[config.mk]
export PLATFORM = sky130hd
export DESIGN_NAME = point_deque_with_distance_select
export DESIGN_NICKNAME = d
export VERILOG_FILES = /design/src/hw/rtl/pdq_pkg.sv /design/src/hw/rtl/pdq_ram.sv /design/src/hw/rtl/pdq_dist.sv /design/src/hw/rtl/point_deque_with_distance_select.sv
export VERILOG_INCLUDE_DIRS = /design/src /design/src/hw/rtl
export SDC_FILE = /design/constraint.sdc
export NUM_CORES = 2
export LEC_CHECK = 0
export BUFFER_PORTS_ARGS = -buffer_cell sky130_fd_sc_hd__buf_2
export CAP_MARGIN = 20
export CORE_MARGIN = 4
export CORE_UTILIZATION = 64
export CTS_BUF_LIST = sky130_fd_sc_hd__clkbuf_16
export CTS_CLUSTER_DIAMETER = 150
export DETAILED_ROUTE_END_ITERATION = 10
export PLACE_DENSITY = 0.81
export SYNTH_ARGS = -nofsm -noshare
export SYNTH_HDL_FRONTEND = slang
export SYNTH_HIERARCHICAL = 1
export SYNTH_SLANG_ARGS = --single-unit
[constraint.sdc]
create_clock -name clock -period 10.99 [get_ports clock]
set_clock_uncertainty 0.15 [all_clocks]
set_input_delay 0 -clock clock [delete_from_list [all_inputs] [get_ports clock]]
set_output_delay 0 -clock clock [all_outputs]
set_load 0.1 [all_outputs]
[src/hw/rtl/point_deque_with_distance_select_macros.svh]
// ---------------------------------------------------------------------------
// Assertion macros for the point deque. Uses the clock and reset in scope.
// ---------------------------------------------------------------------------
`ifndef POINT_DEQUE_WITH_DISTANCE_SELECT_MACROS_SVH
`define POINT_DEQUE_WITH_DISTANCE_SELECT_MACROS_SVH

// same-cycle implication
`define PDQ_ASSERT_NOW(lbl, ante, cons, msg) \
   lbl: assert property (@(posedge clock) disable iff (reset) (ante) |-> (cons)) \
      else $error(msg);

// next-cycle implication
`define PDQ_ASSERT_NEXT(lbl, ante, cons, msg) \
   lbl: assert property (@(posedge clock) disable iff (reset) (ante) |=> (cons)) \
      else $error(msg);

`endif

[src/hw/rtl/pdq_pkg.sv]
// ---------------------------------------------------------------------------
// pdq_pkg
// Shared types and constants of the point deque.
// ---------------------------------------------------------------------------
`timescale 1ns / 1ps
`default_nettype none

package pdq_pkg;

   localparam int DEPTH_DEF   = 16;
   localparam int COORD_WIDTH = 16;
   localparam int SQ_W        = 2 * COORD_WIDTH;
   localparam int DIST_W      = SQ_W + 2;

   typedef struct packed {
      logic signed [COORD_WIDTH-1:0] x;
      logic signed [COORD_WIDTH-1:0] y;
      logic signed [COORD_WIDTH-1:0] z;
   } point_type;

   typedef enum logic [3:0] {
      OP_PUSH_TOP    = 4'd0,
      OP_POP_TOP     = 4'd1,
      OP_PUSH_BOTTOM = 4'd2,
      OP_POP_BOTTOM  = 4'd3,
      OP_COUNT       = 4'd4,
      OP_CLEAR       = 4'd5,
      OP_FAR         = 4'd6,
      OP_NEAR        = 4'd7,
      OP_SORT        = 4'd8
   } opcode_type;

   typedef enum logic [1:0] {
      ST_OK    = 2'd0,
      ST_FULL  = 2'd1,
      ST_EMPTY = 2'd2
   } status_type;

endpackage

`default_nettype wire

[src/hw/rtl/pdq_ram.sv]
// ---------------------------------------------------------------------------
// pdq_ram
// One-write one-read point memory, registered read data.
// ---------------------------------------------------------------------------
`timescale 1ns / 1ps
`default_nettype none

module pdq_ram #(
   parameter int DEPTH = pdq_pkg::DEPTH_DEF,
   parameter int AW    = $clog2(DEPTH)
) (
   input  wire logic                clock,
   input  wire logic                wr_en,
   input  wire logic [AW-1:0]       wr_addr,
   input  wire pdq_pkg::point_type  wr_data,
   input  wire logic [AW-1:0]       rd_addr,
   output      pdq_pkg::point_type  rd_data
);
   import pdq_pkg::*;

   point_type mem [DEPTH];
   point_type rd_data_ff;

   always_ff @(posedge clock) begin
      if (wr_en) begin
         mem[wr_addr] <= wr_data;
      end
      rd_data_ff <= mem[rd_addr];
   end

   assign rd_data = rd_data_ff;

endmodule

`default_nettype wire

[src/hw/rtl/pdq_dist.sv]
// ---------------------------------------------------------------------------
// pdq_dist
// Two-stage squared distance: squares, then sum. Tags ride along.
// ---------------------------------------------------------------------------
`timescale 1ns / 1ps
`default_nettype none

module pdq_dist #(
   parameter int POS_W = 4
) (
   input  wire logic                       clock,
   input  wire logic                       reset,
   input  wire logic                       in_valid,
   input  wire logic [POS_W-1:0]           in_pos,
   input  wire pdq_pkg::point_type         in_point,
   output      logic                       out_valid,
   output      logic [POS_W-1:0]           out_pos,
   output      pdq_pkg::point_type         out_point,
   output      logic [pdq_pkg::DIST_W-1:0] out_dist
);
   import pdq_pkg::*;

   logic                s1_valid_ff;
   logic [POS_W-1:0]    s1_pos_ff;
   point_type           s1_point_ff;
   logic [SQ_W-1:0]     sqx_ff, sqy_ff, sqz_ff;
   logic                s2_valid_ff;
   logic [POS_W-1:0]    s2_pos_ff;
   point_type           s2_point_ff;
   logic [DIST_W-1:0]   s2_dist_ff;

   always_ff @(posedge clock) begin
      if (reset) begin
         s1_valid_ff <= 1'b0;
         s2_valid_ff <= 1'b0;
      end else begin
         s1_valid_ff <= in_valid;
         s2_valid_ff <= s1_valid_ff;
      end
   end

   always_ff @(posedge clock) begin
      s1_pos_ff   <= in_pos;
      s1_point_ff <= in_point;
      sqx_ff      <= SQ_W'(in_point.x * in_point.x);
      sqy_ff      <= SQ_W'(in_point.y * in_point.y);
      sqz_ff      <= SQ_W'(in_point.z * in_point.z);
      s2_pos_ff   <= s1_pos_ff;
      s2_point_ff <= s1_point_ff;
      s2_dist_ff  <= DIST_W'(sqx_ff) + DIST_W'(sqy_ff) + DIST_W'(sqz_ff);
   end

   assign out_valid = s2_valid_ff;
   assign out_pos   = s2_pos_ff;
   assign out_point = s2_point_ff;
   assign out_dist  = s2_dist_ff;

endmodule

`default_nettype wire

[src/hw/rtl/point_deque_with_distance_select.sv]
// Push, pop, count, clear and refused ops go through the hold state to the response register.
// Farthest / nearest: one memory read per cycle through the distance pipe.
// Sort: the whole memory is first saved to the copy, then count passes place one entry each.
// Sort restore: one entry per cycle through the copy path.
// Throughput: one word at a time; a new word is taken in idle even while a result waits.
// Reset clears counts and control; the point memories are not cleared.
// ---------------------------------------------------------------------------
// point_deque_with_distance_select
// Bounded deque of signed 3D points with farthest/nearest search and a
// sort toggle, held in two synchronous memories.
// ---------------------------------------------------------------------------
`timescale 1ns / 1ps
`default_nettype none

module point_deque_with_distance_select #(
   parameter int DEPTH = pdq_pkg::DEPTH_DEF
) (
   input  wire logic                                   clock,
   input  wire logic                                   reset,
   input  wire logic                                   req_valid,
   output      logic                                   req_stall,
   input  wire logic [3:0]                             req_opcode,
   input  wire logic signed [pdq_pkg::COORD_WIDTH-1:0] req_coord_x,
   input  wire logic signed [pdq_pkg::COORD_WIDTH-1:0] req_coord_y,
   input  wire logic signed [pdq_pkg::COORD_WIDTH-1:0] req_coord_z,
   output      logic                                   rsp_valid,
   input  wire logic                                   rsp_stall,
   output      logic [1:0]                             rsp_status,
   output      logic [4:0]                             rsp_stored_count,
   output      logic                                   rsp_point_valid,
   output      logic signed [pdq_pkg::COORD_WIDTH-1:0] rsp_result_x,
   output      logic signed [pdq_pkg::COORD_WIDTH-1:0] rsp_result_y,
   output      logic signed [pdq_pkg::COORD_WIDTH-1:0] rsp_result_z
);
   import pdq_pkg::*;

`include "point_deque_with_distance_select_macros.svh"

   localparam int IW = $clog2(DEPTH);      // ring index
   localparam int CW = $clog2(DEPTH + 1);  // counts up to DEPTH

   typedef enum logic [4:0] {
      S_IDLE = 5'b00001,
      S_COPY = 5'b00010,   // whole-memory copy, save or restore
      S_SCAN = 5'b00100,   // one pass over the held entries
      S_FIN  = 5'b01000,   // pass result: answer or sorted write
      S_HOLD = 5'b10000    // result waits for the output register
   } state_type;

   // ring position to memory index, modulo DEPTH
   function automatic logic [IW-1:0] slot_of(input logic [IW-1:0] b,
                                             input logic [IW-1:0] p);
      logic [IW:0] s;
      s = {1'b0, b} + {1'b0, p};
      if (s >= (IW+1)'(DEPTH)) begin
         s = s - (IW+1)'(DEPTH);
      end
      return s[IW-1:0];
   endfunction

   // control state
   state_type          state_ff, state_in;
   logic [CW-1:0]      count_ff, count_in;
   logic [IW-1:0]      bottom_ff, bottom_in;
   logic               sorted_ff, sorted_in;
   logic [CW-1:0]      sv_count_ff, sv_count_in;
   logic [IW-1:0]      sv_bottom_ff, sv_bottom_in;
   logic [CW-1:0]      cp_idx_ff, cp_idx_in;     // copy read pointer
   logic               cp_v_ff, cp_v_in;         // copy write pending
   logic [CW-1:0]      scan_pos_ff, scan_pos_in; // read issue position
   logic [CW-1:0]      cmp_cnt_ff, cmp_cnt_in;   // entries compared
   logic               have_ff, have_in;
   logic [CW-1:0]      sort_k_ff, sort_k_in;     // next sorted slot
   logic [DEPTH-1:0]   used_ff, used_in;         // positions already placed
   logic               v1_ff, v1_in;
   logic               rsp_valid_ff, rsp_valid_in;

   // payload
   opcode_type         op_ff, op_in;
   logic [IW-1:0]      cp_waddr_ff, cp_waddr_in;
   logic [IW-1:0]      p1_ff, p1_in;
   point_type          best_pt_ff, best_pt_in;
   logic [DIST_W-1:0]  best_d_ff, best_d_in;
   logic [IW-1:0]      best_pos_ff, best_pos_in;
   status_type         pend_status_ff, pend_status_in;
   logic               pend_pv_ff, pend_pv_in;
   point_type          pend_pt_ff, pend_pt_in;
   status_type         rsp_status_ff, rsp_status_in;
   logic [4:0]         rsp_count_ff, rsp_count_in;
   logic               rsp_pv_ff, rsp_pv_in;
   point_type          rsp_pt_ff, rsp_pt_in;

   // memory ports
   logic               pt_we, sv_we;
   logic [IW-1:0]      pt_waddr, sv_waddr, pt_raddr, sv_raddr;
   point_type          pt_wdata, pt_rdata, sv_rdata;

   // distance pipe
   logic               d_valid;
   logic [IW-1:0]      d_pos;
   point_type          d_point;
   logic [DIST_W-1:0]  d_dist;

   point_type          req_point;
   logic               scan_issue, eligible, better;
   opcode_type         req_op;
   logic               push_take;                // accepted push with room

   assign req_point = '{x: req_coord_x, y: req_coord_y, z: req_coord_z};
   assign req_op    = opcode_type'(req_opcode);
   assign push_take = req_valid && !req_stall && count_ff != CW'(DEPTH) &&
                      (req_op == OP_PUSH_TOP || req_op == OP_PUSH_BOTTOM);

   pdq_ram #(.DEPTH(DEPTH), .AW(IW)) u_point_ram (
      .clock   (clock),
      .wr_en   (pt_we),
      .wr_addr (pt_waddr),
      .wr_data (pt_wdata),
      .rd_addr (pt_raddr),
      .rd_data (pt_rdata)
   );

   pdq_ram #(.DEPTH(DEPTH), .AW(IW)) u_saved_ram (
      .clock   (clock),
      .wr_en   (sv_we),
      .wr_addr (sv_waddr),
      .wr_data (pt_rdata),
      .rd_addr (sv_raddr),
      .rd_data (sv_rdata)
   );

   // sort passes read the saved copy; searches read the live store
   pdq_dist #(.POS_W(IW)) u_dist (
      .clock     (clock),
      .reset     (reset),
      .in_valid  (v1_ff),
      .in_pos    (p1_ff),
      .in_point  ((op_ff == OP_SORT) ? sv_rdata : pt_rdata),
      .out_valid (d_valid),
      .out_pos   (d_pos),
      .out_point (d_point),
      .out_dist  (d_dist)
   );

   // Main sequencer. The FSM serializes all memory traffic; where a read meets
   // a write to the same memory and entry in one cycle, its data is not used.
   always_comb begin
      state_in       = state_ff;
      count_in       = count_ff;
      bottom_in      = bottom_ff;
      sorted_in      = sorted_ff;
      sv_count_in    = sv_count_ff;
      sv_bottom_in   = sv_bottom_ff;
      cp_idx_in      = cp_idx_ff;
      cp_v_in        = 1'b0;
      scan_pos_in    = scan_pos_ff;
      cmp_cnt_in     = cmp_cnt_ff;
      have_in        = have_ff;
      sort_k_in      = sort_k_ff;
      used_in        = used_ff;
      v1_in          = 1'b0;
      rsp_valid_in   = rsp_valid_ff && rsp_stall;
      op_in          = op_ff;
      cp_waddr_in    = cp_waddr_ff;
      p1_in          = p1_ff;
      best_pt_in     = best_pt_ff;
      best_d_in      = best_d_ff;
      best_pos_in    = best_pos_ff;
      pend_status_in = pend_status_ff;
      pend_pv_in     = pend_pv_ff;
      pend_pt_in     = pend_pt_ff;
      rsp_status_in  = rsp_status_ff;
      rsp_count_in   = rsp_count_ff;
      rsp_pv_in      = rsp_pv_ff;
      rsp_pt_in      = rsp_pt_ff;
      pt_we          = 1'b0;
      pt_waddr       = cp_waddr_ff;
      pt_wdata       = sv_rdata;
      sv_we          = 1'b0;
      sv_waddr       = cp_waddr_ff;
      pt_raddr       = slot_of(bottom_ff, scan_pos_ff[IW-1:0]);
      sv_raddr       = slot_of(bottom_ff, scan_pos_ff[IW-1:0]);
      scan_issue     = 1'b0;
      eligible       = 1'b0;
      better         = 1'b0;

      case (state_ff)
         S_IDLE: begin
            if (req_valid) begin
               op_in          = req_op;
               pend_status_in = ST_OK;
               pend_pv_in     = 1'b0;
               state_in       = S_HOLD;
               case (req_op)
                  OP_PUSH_TOP, OP_PUSH_BOTTOM: begin
                     sorted_in = 1'b0;
                     if (count_ff == CW'(DEPTH)) begin
                        pend_status_in = ST_FULL;
                     end else begin
                        pt_we    = 1'b1;
                        pt_wdata = req_point;
                        count_in = count_ff + 1'b1;
                        if (req_op == OP_PUSH_TOP) begin
                           pt_waddr = slot_of(bottom_ff, count_ff[IW-1:0]);
                        end else begin
                           bottom_in = (bottom_ff == '0) ? IW'(DEPTH - 1)
                                                         : bottom_ff - 1'b1;
                           pt_waddr  = bottom_in;
                        end
                     end
                  end
                  OP_POP_TOP, OP_POP_BOTTOM: begin
                     sorted_in = 1'b0;
                     if (count_ff == '0) begin
                        pend_status_in = ST_EMPTY;
                     end else begin
                        if (req_op == OP_POP_BOTTOM) begin
                           bottom_in = slot_of(bottom_ff, IW'(1));
                        end
                        count_in = count_ff - 1'b1;
                        if (count_ff == CW'(1)) begin
                           bottom_in = '0;
                        end
                     end
                  end
                  OP_CLEAR: begin
                     count_in  = '0;
                     bottom_in = '0;
                  end
                  OP_FAR, OP_NEAR: begin
                     if (count_ff == '0) begin
                        pend_status_in = ST_EMPTY;
                     end else begin
                        scan_pos_in = '0;
                        cmp_cnt_in  = '0;
                        have_in     = 1'b0;
                        state_in    = S_SCAN;
                     end
                  end
                  OP_SORT: begin
                     if (count_ff == '0) begin
                        pend_status_in = ST_EMPTY;
                     end else begin
                        cp_idx_in = '0;
                        state_in  = S_COPY;
                        if (!sorted_ff) begin
                           sv_bottom_in = bottom_ff;
                           sv_count_in  = count_ff;
                        end
                     end
                  end
                  default: begin
                  end
               endcase
            end
         end

         S_COPY: begin
            // save: live -> saved; restore: saved -> live
            pt_raddr = cp_idx_ff[IW-1:0];
            sv_raddr = cp_idx_ff[IW-1:0];
            if (cp_idx_ff != CW'(DEPTH)) begin
               cp_idx_in   = cp_idx_ff + 1'b1;
               cp_v_in     = 1'b1;
               cp_waddr_in = cp_idx_ff[IW-1:0];
            end
            if (cp_v_ff) begin
               if (sorted_ff) begin
                  pt_we = 1'b1;
               end else begin
                  sv_we = 1'b1;
               end
            end
            if (cp_idx_ff == CW'(DEPTH) && !cp_v_ff) begin
               if (sorted_ff) begin
                  bottom_in = sv_bottom_ff;
                  count_in  = sv_count_ff;
                  sorted_in = 1'b0;
                  state_in  = S_HOLD;
               end else begin
                  used_in     = '0;
                  sort_k_in   = '0;
                  scan_pos_in = '0;
                  cmp_cnt_in  = '0;
                  have_in     = 1'b0;
                  state_in    = S_SCAN;
               end
            end
         end

         S_SCAN: begin
            scan_issue = (scan_pos_ff != count_ff);
            if (scan_issue) begin
               scan_pos_in = scan_pos_ff + 1'b1;
               v1_in       = 1'b1;
               p1_in       = scan_pos_ff[IW-1:0];
            end
            if (d_valid) begin
               cmp_cnt_in = cmp_cnt_ff + 1'b1;
               eligible   = (op_ff != OP_SORT) || !used_ff[d_pos];
               // strict compare: ties keep the entry nearest the bottom
               better     = !have_ff || ((op_ff == OP_NEAR) ? (d_dist < best_d_ff)
                                                             : (d_dist > best_d_ff));
               if (eligible && better) begin
                  have_in     = 1'b1;
                  best_pt_in  = d_point;
                  best_d_in   = d_dist;
                  best_pos_in = d_pos;
               end
               if (CW'(cmp_cnt_ff + 1'b1) == count_ff) begin
                  state_in = S_FIN;
               end
            end
         end

         S_FIN: begin
            if (op_ff == OP_SORT) begin
               pt_we                = 1'b1;
               pt_waddr             = sort_k_ff[IW-1:0];
               pt_wdata             = best_pt_ff;
               used_in[best_pos_ff] = 1'b1;
               sort_k_in            = sort_k_ff + 1'b1;
               if (CW'(sort_k_ff + 1'b1) == count_ff) begin
                  bottom_in = '0;
                  sorted_in = 1'b1;
                  state_in  = S_HOLD;
               end else begin
                  scan_pos_in = '0;
                  cmp_cnt_in  = '0;
                  have_in     = 1'b0;
                  state_in    = S_SCAN;
               end
            end else begin
               pend_pv_in = 1'b1;
               pend_pt_in = best_pt_ff;
               state_in   = S_HOLD;
            end
         end

         S_HOLD: begin
            if (!rsp_valid_ff || !rsp_stall) begin
               rsp_valid_in  = 1'b1;
               rsp_status_in = pend_status_ff;
               rsp_count_in  = 5'(count_ff);
               rsp_pv_in     = pend_pv_ff;
               rsp_pt_in     = pend_pv_ff ? pend_pt_ff : '0;
               state_in      = S_IDLE;
            end
         end

         default: begin
            state_in = S_IDLE;
         end
      endcase
   end

   always_ff @(posedge clock) begin
      if (reset) begin
         state_ff     <= S_IDLE;
         count_ff     <= '0;
         bottom_ff    <= '0;
         sorted_ff    <= 1'b0;
         sv_count_ff  <= '0;
         sv_bottom_ff <= '0;
         cp_idx_ff    <= '0;
         cp_v_ff      <= 1'b0;
         scan_pos_ff  <= '0;
         cmp_cnt_ff   <= '0;
         have_ff      <= 1'b0;
         sort_k_ff    <= '0;
         used_ff      <= '0;
         v1_ff        <= 1'b0;
         rsp_valid_ff <= 1'b0;
      end else begin
         state_ff     <= state_in;
         count_ff     <= count_in;
         bottom_ff    <= bottom_in;
         sorted_ff    <= sorted_in;
         sv_count_ff  <= sv_count_in;
         sv_bottom_ff <= sv_bottom_in;
         cp_idx_ff    <= cp_idx_in;
         cp_v_ff      <= cp_v_in;
         scan_pos_ff  <= scan_pos_in;
         cmp_cnt_ff   <= cmp_cnt_in;
         have_ff      <= have_in;
         sort_k_ff    <= sort_k_in;
         used_ff      <= used_in;
         v1_ff        <= v1_in;
         rsp_valid_ff <= rsp_valid_in;
      end
   end

   always_ff @(posedge clock) begin
      op_ff          <= op_in;
      cp_waddr_ff    <= cp_waddr_in;
      p1_ff          <= p1_in;
      best_pt_ff     <= best_pt_in;
      best_d_ff      <= best_d_in;
      best_pos_ff    <= best_pos_in;
      pend_status_ff <= pend_status_in;
      pend_pv_ff     <= pend_pv_in;
      pend_pt_ff     <= pend_pt_in;
      rsp_status_ff  <= rsp_status_in;
      rsp_count_ff   <= rsp_count_in;
      rsp_pv_ff      <= rsp_pv_in;
      rsp_pt_ff      <= rsp_pt_in;
   end

   // ports
   assign req_stall        = (state_ff != S_IDLE);
   assign rsp_valid        = rsp_valid_ff;
   assign rsp_status       = rsp_status_ff;
   assign rsp_stored_count = rsp_count_ff;
   assign rsp_point_valid  = rsp_pv_ff;
   assign rsp_result_x     = rsp_pt_ff.x;
   assign rsp_result_y     = rsp_pt_ff.y;
   assign rsp_result_z     = rsp_pt_ff.z;

   // checks
   `PDQ_ASSERT_NOW(a_count_bound, 1'b1, count_ff <= CW'(DEPTH), "count above depth")
   `PDQ_ASSERT_NOW(a_rsp_from_hold, $rose(rsp_valid_ff), $past(state_ff == S_HOLD), "no hold")
   `PDQ_ASSERT_NEXT(a_push_grows, push_take, count_ff == CW'($past(count_ff) + 1'b1), "push lost")

endmodule

`default_nettype wire
==> out/metrics.csv <==
stage,metric,value,unit
synth,synth_cells,7157,
place,dp_hpwl,163700,µm
drt,vias_per_cell,6.415,
worst_setup_path,crit_arrival,10.29,ns
timing,period_needed,9.709,ns
drt,drtIter0Drc,8426,
synth,ys_types,100,
floorplanning,io_pins,114,
floorplanning,dieWidth,415.4,µm
global_routing,grt_pass1_wl,420200,µm
layout,nets,8511,
synth,async_reset_ff_share,0,%
cts,ctsHoldBuffers,59,
synth,yosysWarnings,6,
global_routing,grt_max_degree,145,
cts,cts_setup_buffers,0,
drt,routedWlPerCell,28.66,µm
drt,drt_pass1_iterations,6,
layout,post-route-util,70.59,%
global_routing,antenna_found_initial,15,
floorplanning,rows,149,
timing,finalHoldViolCount,0,
global_routing,gr-usage-all-layers,32.91,%
timing,max_freq,103.0,MHz
drt,drc,0,
timing,tns,0,ns
layout,final_cell_area,116500,µm²
synth,ys.flop_type,edfxtp_1,
place,placed_cell_area,109400,µm²
hold_path,hold_class,in -> reg,
drt,wl,278800,µm
synth,synth_area,106200,µm²
timing,finalCritPeriodShare,88.35,%
synth,yosysSeqAreaShare,56.57,%
timing,setup_ws,1.281,ns
floorplanning,dieArea,172500,µm²
flow_run,max_cap_viol_count,0,
cts,path_clk_slew,0.07,ns
layout,drive_above_1_share,12.91,%
worst_setup_path,worst-setup-path-type,reg -> reg,
drt,vias,62420,
timing,worstMarginPinSlew,1.155,ns
synth,synth_seq_cells,2131,
synth,syn_area_per_cell,14.84,µm²
cts,cts_tree,built,
hold_path,holdPathStages,5,
worst_setup_path,endpoint_kind,flop,
cts,cts_buffers,196,
drt,final_antenna_net_count,0,
worst_setup_path,path_max_fanout,20,
cts,cts.sinks,2131,
cts,cts_buffer_depth,3,
global_routing,grt_remaining_overflow,0,
timing,slew_headroom,20.98,%
timing,rsz0062_at_grt,false,
synth,synthesis.nets,8302,
worst_setup_path,reg2reg_depth,24,
floorplanning,initial_core_util,64.38,%
synth,synth_edf_count,1741,
synth,synth_top_cell_area_share,49.22,%
cts,cts_root_buffer,clkbuf_16,
place,gp_congestion,0.8851,
place,dp_slack,1.681,ns
outcome,status,"complete, no violations",
synth,synth_largest_area_cell,edfxtp_1,
timing,slew_viol_final,0,
cts,cts_resized,0,
layout,syn2layout_area_growth,9.642,%
timing,setup_viol,0,
worst_setup_path,crit_required,11.57,ns
worst_setup_path,critPathLaunchType,flop,
floorplanning,die_h,415.4,µm
floorplanning,core-area,165000,µm²
cts,clk_latency,0.84,ns
place,port_buffers,113,
global_routing,grt_pass1_vias,66170,
synth,ys_top_cells_by_area,"edfxtp_1 49%, fa_1 13%, mux4_2 8.2%, dfxtp_1 7.4%, ha_1 4.5%",
cts,cts_max_level,4,
[metrics by stage]
step / instances / hold slack, ns
after floorplan: 7157 / -0.07839
after global placement: 9297 / 0.1606
after detailed placement: 9297 / 0.1621
after CTS: 9725 / 0.01058
after global routing: 9728 / 0.07439
final: 9730 / 0.06711
[final timing paths]
path                                              from  slack [ns]                   end
worst max-delay path                          op_ff[1]        1.28     u_dist/sqy_ff[28]
worst min-delay path                         req_valid        0.07           state_ff[0]
worst max register to register                op_ff[1]        1.28     u_dist/sqy_ff[28]
worst min register to register  u_dist/s1_point_ff[20]        0.16  u_dist/out_point[20]
[registers in the layout, summed over array words and instances, names as in the netlist, 16 cells and up]
signal               flops
best_d_ff               34
u_point_ram/rd_data     48
rsp_result_x            16
u_dist/out_point        48
u_dist/sqy_ff           31
used_ff                 16
rsp_result_y            16
u_dist/sqx_ff           31
u_dist/out_dist         34
u_saved_ram/mem        768
u_saved_ram/rd_data     48
best_pt_ff              48
pend_pt_ff              48
rsp_result_z            16
u_dist/s1_point_ff      45
u_dist/sqz_ff           31
u_point_ram/mem        768
[cell usage after synthesis (13+ instances only)]
library cell and count:
a211oi_1 21, a21o_1 104, a21oi_1 165, a22o_1 51, a22oi_1 194, a31o_2 16
a31oi_1 29, and2_1 171, and3_1 21, buf_1 28, buf_2 38, buf_4 41
clkbuf_1 146, dfxtp_1 390, edfxtp_1 1741, fa_1 706, ha_1 383, inv_1 1048
mux2i_1 18, mux4_2 386, nand2_1 541, nand2b_1 39, nand3_1 42, nand4_1 24
nor2_1 238, nor2b_1 33, nor3_1 48, o21a_1 18, o21ai_0 70, o21bai_1 24
o31ai_1 13, xnor2_1 147, xor2_1 63
[layout make-up]
type	count	area, µm²
antenna	4	10.01
timing repair buffer	265	1912
clock buffer	203	5080
inverter	1052	3949
multi-input combinational	3720	41350
clock inverter	166	1328
sequential	2131	60090
tap	2189	2739
fill	9862	48530
[layout by cell type, fill, tap and decap left out, types with 16 or more instances in the layout]
master	count
ha_1	383
o21ai_0	68
buf_2	113
xnor2_1	147
dlygate4sd3_1	59
clkinv_1	42
nor3_1	40
and3_1	21
edfxtp_1	1741
nor2_1	211
fa_1	706
a22o_1	51
mux4_2	386
a22oi_1	194
bufinv_16	19
nand2_1	541
nand3_1	42
nand4_1	24
clkbuf_16	203
a31oi_1	29
o21a_1	18
xor2_1	63
nor2b_1	29
a21oi_1	163
a21o_1	104
a211oi_1	21
nand2b_1	39
buf_4	89
inv_1	1100
o21bai_1	24
a31o_2	16
mux2i_1	17
nor2_4	29
clkinv_2	33
and2_1	169
dfxtp_1	390
[metal layers]
metal,vias up,routed length (µm),global-route usage [%],part of all wire [%]
li1,25730,-,-,-
met1,31260,93560,42.37,34
met2,4413,135400,53.16,49
met3,1010,31330,6.974,11
met4,6,18530,17.73,6.6
met5,-,34,0,0.012
[critical path, stage by stage (launching register included)]
cell and delay [ns]:
edfxtp_1 0.48, or4b_2 1.18, nand2_1 0.25, nand2_1 0.65, and2_1 0.50, fa_1 0.50, inv_1 0.06, fa_1 0.53
fa_1 0.53, inv_1 0.05, fa_1 0.47, fa_1 0.55, inv_1 0.06, fa_1 0.53, inv_1 0.04, ha_1 0.34
and4_1 0.31, nand3_1 0.11, o21ai_0 0.27, nand2_1 0.13, a31oi_1 0.26, o21ai_0 0.18, a2111oi_0 1.01, o21ai_0 0.25
xnor2_1 0.18
[cell families after synthesis]
| family | after synthesis | share of synthesized area (%) |
|---|---|---|
| compound gates | 795 | 5.269 |
| xor+xnor | 210 | 1.732 |
| fa+ha+maj | 1089 | 17.82 |
| buf+inv | 1306 | 4.812 |
| flops | 2131 | 56.57 |
| mux | 405 | 8.379 |
| simple gates | 1221 | 5.420 |
Power is not shown: default switching activity piles up to over one toggle a cycle in this logic, so the estimate is an artifact.
